===== src/rtl/lpfp_pkg.sv =====
// ----------------------------------------------------------------------------
// lpfp_pkg
// Shared types, codes and helpers for the length-prefixed frame parser.
// ----------------------------------------------------------------------------
`default_nettype none

package lpfp_pkg;

  // Default depth of the queue between classifier and parser
  localparam int unsigned QUEUE_DEPTH = 2;

  // Byte roles
  localparam logic [3:0] ROLE_LEN_HI  = 4'd0;
  localparam logic [3:0] ROLE_LEN_LO  = 4'd1;
  localparam logic [3:0] ROLE_PROTO   = 4'd2;
  localparam logic [3:0] ROLE_PAYLOAD = 4'd3;
  localparam logic [3:0] ROLE_MSGTYPE = 4'd4;
  localparam logic [3:0] ROLE_ATYPE   = 4'd5;
  localparam logic [3:0] ROLE_ALEN    = 4'd6;
  localparam logic [3:0] ROLE_TAG     = 4'd7;
  localparam logic [3:0] ROLE_STRING  = 4'd8;
  localparam logic [3:0] ROLE_UNKNOWN = 4'd9;
  localparam logic [3:0] ROLE_OTHER   = 4'd10;

  // Protocol classes
  localparam logic [2:0] CLS_RSL     = 3'd0;
  localparam logic [2:0] CLS_OML     = 3'd1;
  localparam logic [2:0] CLS_CCM     = 3'd2;
  localparam logic [2:0] CLS_SCCP    = 3'd3;
  localparam logic [2:0] CLS_UNKNOWN = 3'd4;

  // Protocol byte values
  localparam logic [7:0] PROTO_RSL  = 8'h00;
  localparam logic [7:0] PROTO_OML  = 8'hff;
  localparam logic [7:0] PROTO_CCM  = 8'hfe;
  localparam logic [7:0] PROTO_SCCP = 8'hfd;

  // CCM message types that carry attributes
  localparam logic [7:0] MSG_ATTR_A = 8'd4;
  localparam logic [7:0] MSG_ATTR_B = 8'd5;

  // Attribute type codes
  localparam logic [7:0] ATYPE_STRING = 8'h00;
  localparam logic [7:0] ATYPE_ONETAG = 8'h01;

  typedef enum logic [1:0] {
    FP_LEN_HI  = 2'd0,
    FP_LEN_LO  = 2'd1,
    FP_PROTO   = 2'd2,
    FP_PAYLOAD = 2'd3
  } frame_phase_t;

  typedef enum logic [2:0] {
    AP_MSGTYPE = 3'd0,
    AP_TYPE    = 3'd1,
    AP_LEN     = 3'd2,
    AP_TAG     = 3'd3,
    AP_STRING  = 3'd4,
    AP_ONETAG  = 3'd5,
    AP_UNKNOWN = 3'd6,
    AP_OTHER   = 3'd7
  } attr_phase_t;

  typedef struct packed {
    logic [7:0] data_byte;
    logic       restart;
  } item_t;

  typedef struct packed {
    logic [7:0]  byte_out;
    logic [3:0]  role;
    logic [2:0]  proto_class;
    logic [15:0] payload_offset;
    logic        frame_last;
    logic [7:0]  tag_value;
    logic        truncated;
  } result_t;

  // Byte plus the flags the classifier derives from it
  typedef struct packed {
    logic [7:0] data_byte;
    logic       restart;
    logic [2:0] cls;
    logic       msg_attr;
    logic       is_zero;
    logic       is_one;
  } cls_item_t;

  function automatic logic [2:0] class_of(input logic [7:0] b);
    logic [2:0] c;
    case (b)
      PROTO_RSL:  c = CLS_RSL;
      PROTO_OML:  c = CLS_OML;
      PROTO_CCM:  c = CLS_CCM;
      PROTO_SCCP: c = CLS_SCCP;
      default:    c = CLS_UNKNOWN;
    endcase
    return c;
  endfunction

endpackage

`default_nettype wire


===== src/rtl/lpfp_front.sv =====
// ----------------------------------------------------------------------------
// lpfp_front
// Input side: accepts stream bytes and tags each with its decode flags.
// ----------------------------------------------------------------------------
`default_nettype none

module lpfp_front (
  input  var lpfp_pkg::item_t     item,
  output var lpfp_pkg::cls_item_t cls_item
);
  import lpfp_pkg::*;

  // Classify the byte for every phase that may need it
  always_comb begin
    cls_item.data_byte = item.data_byte;
    cls_item.restart   = item.restart;
    cls_item.cls       = class_of(item.data_byte);
    cls_item.msg_attr  = (item.data_byte == MSG_ATTR_A) || (item.data_byte == MSG_ATTR_B);
    cls_item.is_zero   = (item.data_byte == ATYPE_STRING);
    cls_item.is_one    = (item.data_byte == ATYPE_ONETAG);
  end

endmodule

`default_nettype wire


===== src/rtl/lpfp_queue.sv =====
// ----------------------------------------------------------------------------
// lpfp_queue
// Small FIFO between classifier and parser so each side stalls on its own.
// ----------------------------------------------------------------------------
`default_nettype none

module lpfp_queue #(
  parameter int unsigned Depth = lpfp_pkg::QUEUE_DEPTH
) (
  input  var logic                clk,
  input  var logic                rst,
  input  var logic                wr_valid,
  output var logic                wr_ready,
  input  var lpfp_pkg::cls_item_t wr_data,
  output var logic                rd_valid,
  input  var logic                rd_ready,
  output var lpfp_pkg::cls_item_t rd_data
);
  import lpfp_pkg::*;

  localparam int unsigned PtrW = (Depth > 1) ? $clog2(Depth) : 1;
  localparam int unsigned CntW = $clog2(Depth + 1);
  localparam logic [PtrW-1:0] LastPtr = PtrW'(Depth - 1);
  localparam logic [CntW-1:0] Full    = CntW'(Depth);

  cls_item_t       entries [Depth];
  logic [PtrW-1:0] wr_ptr;
  logic [PtrW-1:0] rd_ptr;
  logic [CntW-1:0] count;
  logic            push;
  logic            pop;

  assign wr_ready = (count != Full);
  assign rd_valid = (count != '0);
  assign rd_data  = entries[rd_ptr];
  assign push     = wr_valid && wr_ready;
  assign pop      = rd_valid && rd_ready;

  // Store an incoming transfer
  always_ff @(posedge clk) begin
    if (push) begin
      entries[wr_ptr] <= wr_data;
    end
  end

  // Advance pointers and occupancy
  always_ff @(posedge clk) begin
    if (rst) begin
      wr_ptr <= '0;
      rd_ptr <= '0;
      count  <= '0;
    end else begin
      if (push) begin
        wr_ptr <= (wr_ptr == LastPtr) ? '0 : wr_ptr + 1'b1;
      end
      if (pop) begin
        rd_ptr <= (rd_ptr == LastPtr) ? '0 : rd_ptr + 1'b1;
      end
      if (push && !pop) begin
        count <= count + 1'b1;
      end else if (pop && !push) begin
        count <= count - 1'b1;
      end
    end
  end

`ifndef SYNTHESIS
  a_count_range: assert property (@(posedge clk) disable iff (rst) count <= Full)
    else $error("queue occupancy above depth");
  a_push_count: assert property (@(posedge clk) disable iff (rst)
    (push && !pop) |=> (count == $past(count) + 1'b1))
    else $error("queue count missed a push");
  a_ptr_gap: assert property (@(posedge clk) disable iff (rst)
    (count == '0) |-> (wr_ptr == rd_ptr))
    else $error("empty queue with pointers apart");
`endif

endmodule

`default_nettype wire


===== src/rtl/lpfp_back.sv =====
// ----------------------------------------------------------------------------
// lpfp_back
// Parser: walks framing and CCM attributes, registers one result per byte.
// ----------------------------------------------------------------------------
`default_nettype none

module lpfp_back (
  input  var logic                clk,
  input  var logic                rst,
  input  var logic                q_valid,
  output var logic                q_ready,
  input  var lpfp_pkg::cls_item_t q_data,
  output var logic                result_valid,
  input  var logic                result_ready,
  output var lpfp_pkg::result_t   result
);
  import lpfp_pkg::*;

  // Parser state
  frame_phase_t frame_phase, frame_phase_next;
  logic [15:0]  payload_remaining, payload_remaining_next;
  logic [15:0]  payload_position, payload_position_next;
  logic [2:0]   protocol_class, protocol_class_next;
  attr_phase_t  attr_phase, attr_phase_next;
  logic [7:0]   attr_remaining, attr_remaining_next;
  logic [7:0]   current_tag, current_tag_next;
  logic         attr_enabled, attr_enabled_next;

  // State as seen by this byte, after a restart clears it
  frame_phase_t e_fp;
  logic [15:0]  e_rem;
  logic [15:0]  e_pos;
  logic [2:0]   e_pc;
  attr_phase_t  e_ap;
  logic [7:0]   e_arem;
  logic [7:0]   e_tag;
  logic         e_en;

  logic         take;
  result_t      res_next;

  assign take    = q_valid && q_ready;
  assign q_ready = !result_valid || result_ready;

  always_comb begin
    if (q_data.restart) begin
      e_fp   = FP_LEN_HI;
      e_rem  = '0;
      e_pos  = '0;
      e_pc   = CLS_RSL;
      e_ap   = AP_MSGTYPE;
      e_arem = '0;
      e_tag  = '0;
      e_en   = 1'b0;
    end else begin
      e_fp   = frame_phase;
      e_rem  = payload_remaining;
      e_pos  = payload_position;
      e_pc   = protocol_class;
      e_ap   = attr_phase;
      e_arem = attr_remaining;
      e_tag  = current_tag;
      e_en   = attr_enabled;
    end
  end

  // Next state
  always_comb begin
    frame_phase_next       = e_fp;
    payload_remaining_next = e_rem;
    payload_position_next  = e_pos;
    protocol_class_next    = e_pc;
    attr_phase_next        = e_ap;
    attr_remaining_next    = e_arem;
    current_tag_next       = e_tag;
    attr_enabled_next      = e_en;
    case (e_fp)
      FP_LEN_HI: begin
        payload_remaining_next = {q_data.data_byte, 8'h00};
        frame_phase_next       = FP_LEN_LO;
      end
      FP_LEN_LO: begin
        payload_remaining_next = e_rem | {8'h00, q_data.data_byte};
        frame_phase_next       = FP_PROTO;
      end
      FP_PROTO: begin
        protocol_class_next   = q_data.cls;
        payload_position_next = '0;
        attr_phase_next       = AP_MSGTYPE;
        attr_remaining_next   = '0;
        current_tag_next      = '0;
        attr_enabled_next     = 1'b0;
        frame_phase_next      = (e_rem == '0) ? FP_LEN_HI : FP_PAYLOAD;
      end
      FP_PAYLOAD: begin
        payload_position_next  = e_pos + 16'd1;
        payload_remaining_next = e_rem - 16'd1;
        if (e_rem == 16'd1) begin
          frame_phase_next = FP_LEN_HI;
        end
        if (e_pc == CLS_CCM) begin
          case (e_ap)
            AP_MSGTYPE: begin
              if (q_data.msg_attr) begin
                attr_enabled_next = 1'b1;
                attr_phase_next   = AP_TYPE;
              end else begin
                attr_phase_next = AP_OTHER;
              end
            end
            AP_TYPE: begin
              if (q_data.is_zero) begin
                attr_phase_next = AP_LEN;
              end else if (q_data.is_one) begin
                attr_phase_next = AP_ONETAG;
              end else begin
                attr_phase_next = AP_UNKNOWN;
              end
            end
            AP_LEN: begin
              attr_remaining_next = q_data.data_byte;
              attr_phase_next     = q_data.is_zero ? AP_TYPE : AP_TAG;
            end
            AP_TAG: begin
              current_tag_next    = q_data.data_byte;
              attr_remaining_next = e_arem - 8'd1;
              attr_phase_next     = (e_arem == 8'd1) ? AP_TYPE : AP_STRING;
            end
            AP_STRING: begin
              attr_remaining_next = e_arem - 8'd1;
              if (e_arem == 8'd1) begin
                attr_phase_next = AP_TYPE;
              end
            end
            AP_ONETAG: begin
              current_tag_next = q_data.data_byte;
              attr_phase_next  = AP_TYPE;
            end
            AP_UNKNOWN: begin
              attr_phase_next = AP_TYPE;
            end
            default: begin
              attr_phase_next = e_ap;
            end
          endcase
        end
      end
      default: begin
        frame_phase_next = e_fp;
      end
    endcase
  end

  // Result fields
  always_comb begin
    res_next.byte_out       = q_data.data_byte;
    res_next.role           = ROLE_LEN_HI;
    res_next.proto_class    = protocol_class_next;
    res_next.payload_offset = '0;
    res_next.frame_last     = 1'b0;
    res_next.tag_value      = '0;
    res_next.truncated      = q_data.restart && (frame_phase != FP_LEN_HI);
    case (e_fp)
      FP_LEN_HI: res_next.role = ROLE_LEN_HI;
      FP_LEN_LO: res_next.role = ROLE_LEN_LO;
      FP_PROTO: begin
        res_next.role       = ROLE_PROTO;
        res_next.frame_last = (e_rem == '0);
      end
      FP_PAYLOAD: begin
        res_next.payload_offset = e_pos;
        res_next.frame_last     = (e_rem == 16'd1);
        if (e_pc == CLS_CCM) begin
          case (e_ap)
            AP_MSGTYPE: res_next.role = ROLE_MSGTYPE;
            AP_TYPE:    res_next.role = ROLE_ATYPE;
            AP_LEN:     res_next.role = ROLE_ALEN;
            AP_TAG: begin
              res_next.role      = ROLE_TAG;
              res_next.tag_value = q_data.data_byte;
            end
            AP_STRING: begin
              res_next.role      = ROLE_STRING;
              res_next.tag_value = e_tag;
            end
            AP_ONETAG: begin
              res_next.role      = ROLE_TAG;
              res_next.tag_value = q_data.data_byte;
            end
            AP_UNKNOWN: res_next.role = ROLE_UNKNOWN;
            default:    res_next.role = ROLE_OTHER;
          endcase
        end else begin
          res_next.role = ROLE_PAYLOAD;
        end
        // Flag an attribute left open by the frame end
        if ((e_rem == 16'd1) && (e_pc == CLS_CCM) && attr_enabled_next &&
            (attr_phase_next == AP_LEN || attr_phase_next == AP_TAG ||
             attr_phase_next == AP_STRING || attr_phase_next == AP_ONETAG ||
             attr_phase_next == AP_UNKNOWN)) begin
          res_next.truncated = 1'b1;
        end
      end
      default: res_next.role = ROLE_LEN_HI;
    endcase
  end

  // Advance parser state on each transfer
  always_ff @(posedge clk) begin
    if (rst) begin
      frame_phase       <= FP_LEN_HI;
      payload_remaining <= '0;
      payload_position  <= '0;
      protocol_class    <= CLS_RSL;
      attr_phase        <= AP_MSGTYPE;
      attr_remaining    <= '0;
      current_tag       <= '0;
      attr_enabled      <= 1'b0;
    end else if (take) begin
      frame_phase       <= frame_phase_next;
      payload_remaining <= payload_remaining_next;
      payload_position  <= payload_position_next;
      protocol_class    <= protocol_class_next;
      attr_phase        <= attr_phase_next;
      attr_remaining    <= attr_remaining_next;
      current_tag       <= current_tag_next;
      attr_enabled      <= attr_enabled_next;
    end
  end

  // Output register: load on transfer, drop when taken
  always_ff @(posedge clk) begin
    if (rst) begin
      result_valid <= 1'b0;
    end else if (take) begin
      result_valid <= 1'b1;
    end else if (result_ready) begin
      result_valid <= 1'b0;
    end
  end

  always_ff @(posedge clk) begin
    if (take) begin
      result <= res_next;
    end
  end

`ifndef SYNTHESIS
  a_payload_nonzero: assert property (@(posedge clk) disable iff (rst)
    (frame_phase == FP_PAYLOAD) |-> (payload_remaining != '0))
    else $error("payload phase with nothing left");
  a_attr_only_ccm: assert property (@(posedge clk) disable iff (rst)
    attr_enabled |-> (protocol_class == CLS_CCM))
    else $error("attribute walk outside a CCM frame");
  a_trunc_at_end: assert property (@(posedge clk) disable iff (rst)
    (result_valid && result.truncated && result.role != ROLE_LEN_HI) |-> result.frame_last)
    else $error("truncation flagged away from frame end");
`endif

endmodule

`default_nettype wire


===== src/rtl/length_prefixed_frame_parser_core.sv =====
// ----------------------------------------------------------------------------
// length_prefixed_frame_parser_core
// Labels each byte of a length-prefixed frame stream with its role and class.
// ----------------------------------------------------------------------------
// Usage:
//   item channel: one stream byte per transfer, with a restart flag that
//   begins framing anew on that byte. result channel: one labeled result per
//   byte, in order (role, protocol class, payload offset, frame end, attribute
//   tag, truncation flag).
//   A taken byte is written into the queue, then moved through the parser
//   into the output register once the parser can take it.
//   Throughput: one byte per cycle sustained while the receiver is ready;
//   the parser state updates once per byte.
//   Reset clears the queue, the parser state and the output valid flag; the
//   first byte after reset is read as a length high byte.
//   When the receiver stalls, the result holds, the parser stops, and the
//   queue absorbs up to QueueDepth bytes before item_ready drops.
// ----------------------------------------------------------------------------
`default_nettype none

module length_prefixed_frame_parser_core #(
  parameter int unsigned QueueDepth = lpfp_pkg::QUEUE_DEPTH
) (
  input  var logic              clk,
  input  var logic              rst,
  input  var logic              item_valid,
  output var logic              item_ready,
  input  var lpfp_pkg::item_t   item,
  output var logic              result_valid,
  input  var logic              result_ready,
  output var lpfp_pkg::result_t result
);
  import lpfp_pkg::*;

  cls_item_t cls_item;
  cls_item_t q_data;
  logic      q_valid;
  logic      q_ready;

  lpfp_front u_front (
    .item     (item),
    .cls_item (cls_item)
  );

  lpfp_queue #(
    .Depth (QueueDepth)
  ) u_queue (
    .clk      (clk),
    .rst      (rst),
    .wr_valid (item_valid),
    .wr_ready (item_ready),
    .wr_data  (cls_item),
    .rd_valid (q_valid),
    .rd_ready (q_ready),
    .rd_data  (q_data)
  );

  lpfp_back u_back (
    .clk          (clk),
    .rst          (rst),
    .q_valid      (q_valid),
    .q_ready      (q_ready),
    .q_data       (q_data),
    .result_valid (result_valid),
    .result_ready (result_ready),
    .result       (result)
  );

endmodule

`default_nettype wire


===== config.mk =====
export PLATFORM = sky130hd
export DESIGN_NAME = length_prefixed_frame_parser_core
export DESIGN_NICKNAME = d
export VERILOG_FILES = /design/src/rtl/lpfp_pkg.sv /design/src/rtl/lpfp_front.sv /design/src/rtl/lpfp_queue.sv /design/src/rtl/lpfp_back.sv /design/src/rtl/length_prefixed_frame_parser_core.sv
export SDC_FILE = /design/constraint.sdc
export NUM_CORES = 1
export LEC_CHECK = 0
export BUFFER_PORTS_ARGS = -buffer_cell sky130_fd_sc_hd__buf_4
export CORE_ASPECT_RATIO = 1.25
export CORE_MARGIN = 4
export CORE_UTILIZATION = 50
export CTS_CLUSTER_DIAMETER = 150
export CTS_CLUSTER_SIZE = 16
export DETAILED_ROUTE_END_ITERATION = 8
export PLACE_DENSITY = 0.75
export SLEW_MARGIN = 20
export SYNTH_ARGS = -nofsm -noshare
export SYNTH_HDL_FRONTEND = slang
export SYNTH_SLANG_ARGS = --single-unit

===== constraint.sdc =====
create_clock -name clk -period 7.4 [get_ports clk]
set_input_delay 0.74 -clock clk [delete_from_list [all_inputs] [get_ports clk]]
set_output_delay 0.74 -clock clk [all_outputs]
set_load 0.01 [all_outputs]

==> impl_metrics.ini <==
[synthesis]
yosysTopAreaCell = edfxtp_1
synth_area_um2 = 6690
synth_seq_cells = 134
async_reset_ff_share_pct = 0
synth_top_cell_area_share_pct = 31.9
syn-mean-instance-area_um2 = 9.57
ys.flop_type = edfxtp_1
ys_top_cells_by_area = edfxtp_1, dfxtp_1, nor2_1
syn_nets = 718
postSynthCellCount = 699
synth_edf_count = 71
ys_seq_area_share_pct = 50.7
yosys.cell_types.count = 76
synth_warnings = 0

[run]
cap_violations = 0

[finish]
seq_area_um2 = 3390
n_fill_cell = 1136
fin_util_pct = 59.4
drive_above_1_share_pct = 15.3
nNetsFinal = 753
multi_input_area_um2 = 3060
mostFrequentLayoutCell = nor2_1
mostFrequentLayoutCells = nor2_1, edfxtp_1, dfxtp_1
insertedDiodeCount = 0
area_delta_synth_final_pct = 16.9

[placement]
routabilityCongestion = 0.899
place_ws_ns = 3.50
dp_hpwl_um = 11100
port_buffers = 55

[critical_path]
critPathTopFamily = simple AND/OR/NAND/NOR gates
cp_max_fo = 61
critPathMaxStageDelay_ns = 0.92
required_ns = 7.75
crit_type = reg -> reg
cp-start-kind = flop
cpMaxStageDelayCell = dfxtp_1
endpoint_kind = flop
r2r_cells = 7
critPathBufInv = 1
ff2ff_setup_slack_ns = 3.44
reg2reg_to = u_back.current_tag[2]
arrival_ns = 4.30
worstPathCellList = mux2i_4 -> buf_4 -> and3_1 -> nand2_1 -> nor4_2 -> a22oi_1 -> nor2_1

[worst_hold_path]
hold_path_depth = 2
min-delay-start = u_back.protocol_class[1]
worstHoldEndpoint = u_back.protocol_class[1]
min_path_type = reg -> reg

[power]
p_leak_nw = 2.77
powerDensity_nw_per_um2 = 410
total_power_w = 0.00320
ir_drop_v = 0.000192

[sta]
min_period_over_period_pct = 53.5
grt_setup_unrepaired = false
min_period_ns = 3.96
hold_viol = 0
slew_viol_final = 0
setup_viol = 0
hold_ws_ns = 0.494
finalSetupTns_ns = 0
finalClockSkew_ns = 0.00855
timing.slew.headroom_pct = 27.9
fmax_ghz = 0.253
worst_slew_pin_slew_ns = 1.08
setup_slack_ns = 3.44

[detailed_routing]
viasPerCell = 6.37
vias = 5847
drtAntennaViolNets = 0
first_pass_iters = 6
drtIter0Drc = 616
remaining_drc_errors = 0
wl_um = 17100
detail_route.wl_per_cell_um = 18.6

[floorplanning]
initial_core_util_pct = 50.8
fp-row-count = 47
io_pins = 56
die_x_um = 111
core_um2 = 13200
dieArea_um2 = 15300
dieHeight_um = 137

[clocking]
clkSlewWorstSetupHoldPaths_ns = 0.06
hold_buffers = 0
clock_path_buffers = 2
clk_latency_ns = 0.42
cts-resized-gates = 0
cts_setup_buffers = 0
cts_max_level = 4
cts_tree = yes
clock-root-buffer = clkbuf_16
cts_sinks = 134
cts_made_buffers = 17

[global_route]
grt_pass1_vias = 5464
grt_overflow_total = 0
grt_first_pass_wirelength_um = 27600
grtUsageTotal_pct = 22.5
grt_max_degree = 62
grt_antenna_before_repair = 0

[run_status]
status = finished clean
## worst max path at each step
stage                 startpoint                      endpoint  slack (ns)  depth (start not counted)
floorplan           result_ready  u_back.payload_remaining[10]        4.19                          7
global placement            flop         u_back.current_tag[6]        3.73                          7
detailed placement          flop         u_back.current_tag[5]        3.50                          7
CTS                         flop         u_back.current_tag[5]        3.43                          7
global route                flop         u_back.current_tag[2]        3.02                          7
finish                      flop         u_back.current_tag[2]        3.44                          7
## flip-flops by register name (all words and copies together), names as in the netlist, named ones only
name / count
u_back.result: 41
u_queue.entries: 30
u_back.payload_position: 16
u_back.payload_remaining: 16
u_back.attr_remaining: 8
u_back.current_tag: 8
u_back.attr_phase: 3
u_back.protocol_class: 3
u_back.frame_phase: 2
u_queue.count: 2
u_back.attr_enabled: 1
u_back.result_valid: 1
u_queue.rd_ptr: 1
u_queue.wr_ptr: 1
## cell families (layout without fill, tap and decap cells)
family                     after synthesis  after routing  synth area share (%)
and+or+nand+nor                        259            259                  19.7
muxes                                   17             17                  2.75
buffers and inverters                   62            110                  3.72
DFF                                    134            134                  50.7
AOI/OAI and AO/OA                      213            213                  21.0
xor gates and xnor gates                 8              8                  1.05
adders and majority gates                6              6                  1.12
## worst min-delay path: cells and delay by family, from the launching register on
kind	cells	cell delay, ns
AND/OR/NAND/NOR	1	0.06
AO/OA/AOI/OAI	1	0.06
flip-flops	1	0.32
## synth_stat cells, types with 4 or more instances
cell type	number
nand3_1	17
and3_1	8
mux2i_1	11
nor2b_1	5
ha_1	6
edfxtp_1	71
xor2_1	4
inv_1	16
or3_1	4
nor4_1	8
nor2_1	80
a211oi_1	11
a22oi_1	28
o21ai_0	40
a21oi_1	54
nand2_1	56
a2111oi_0	6
buf_1	6
clkbuf_1	31
buf_2	7
a32oi_1	4
nand4_1	10
xnor2_1	4
and2_1	21
o21a_1	5
dfxtp_1	63
a21o_1	4
nor3_1	18
nand2b_1	6
o22ai_1	5
nor3b_1	4
o221ai_1	5
a31oi_1	16
## layout make-up
type	count	area share, %
Clock buffer	19	5.79
Clock inverter	13	2.29
Inverter	17	0.816
Multi-Input combinational cell	503	39.1
Sequential cell	134	43.4
Tap cell	171	2.74
Timing Repair Buffer	61	5.86
## through the flow
step	cell area, um2	instances
after global placement	7190	886
after detailed placement	7190	886
final	7820	918
after CTS	7820	918
after global routing	7820	918
after floorplan	6690	699
## layer usage
metal / vias up / track usage (%) / part of all wire, %
met2: 277 / 38.2 / 50
met5: - / 0 / 0
li1: 2711 / - / -
met1: 2799 / 27.4 / 39
met4: 0 / 11.4 / 3.4
met3: 60 / 4.57 / 7.3
## power by group
part           total (W)  internal (W)  switching [W]
registers        0.00113      0.000995       0.000136
clock network   0.000895      0.000579       0.000316
logic            0.00118      0.000391       0.000786
(Power assumes the default switching activity.)
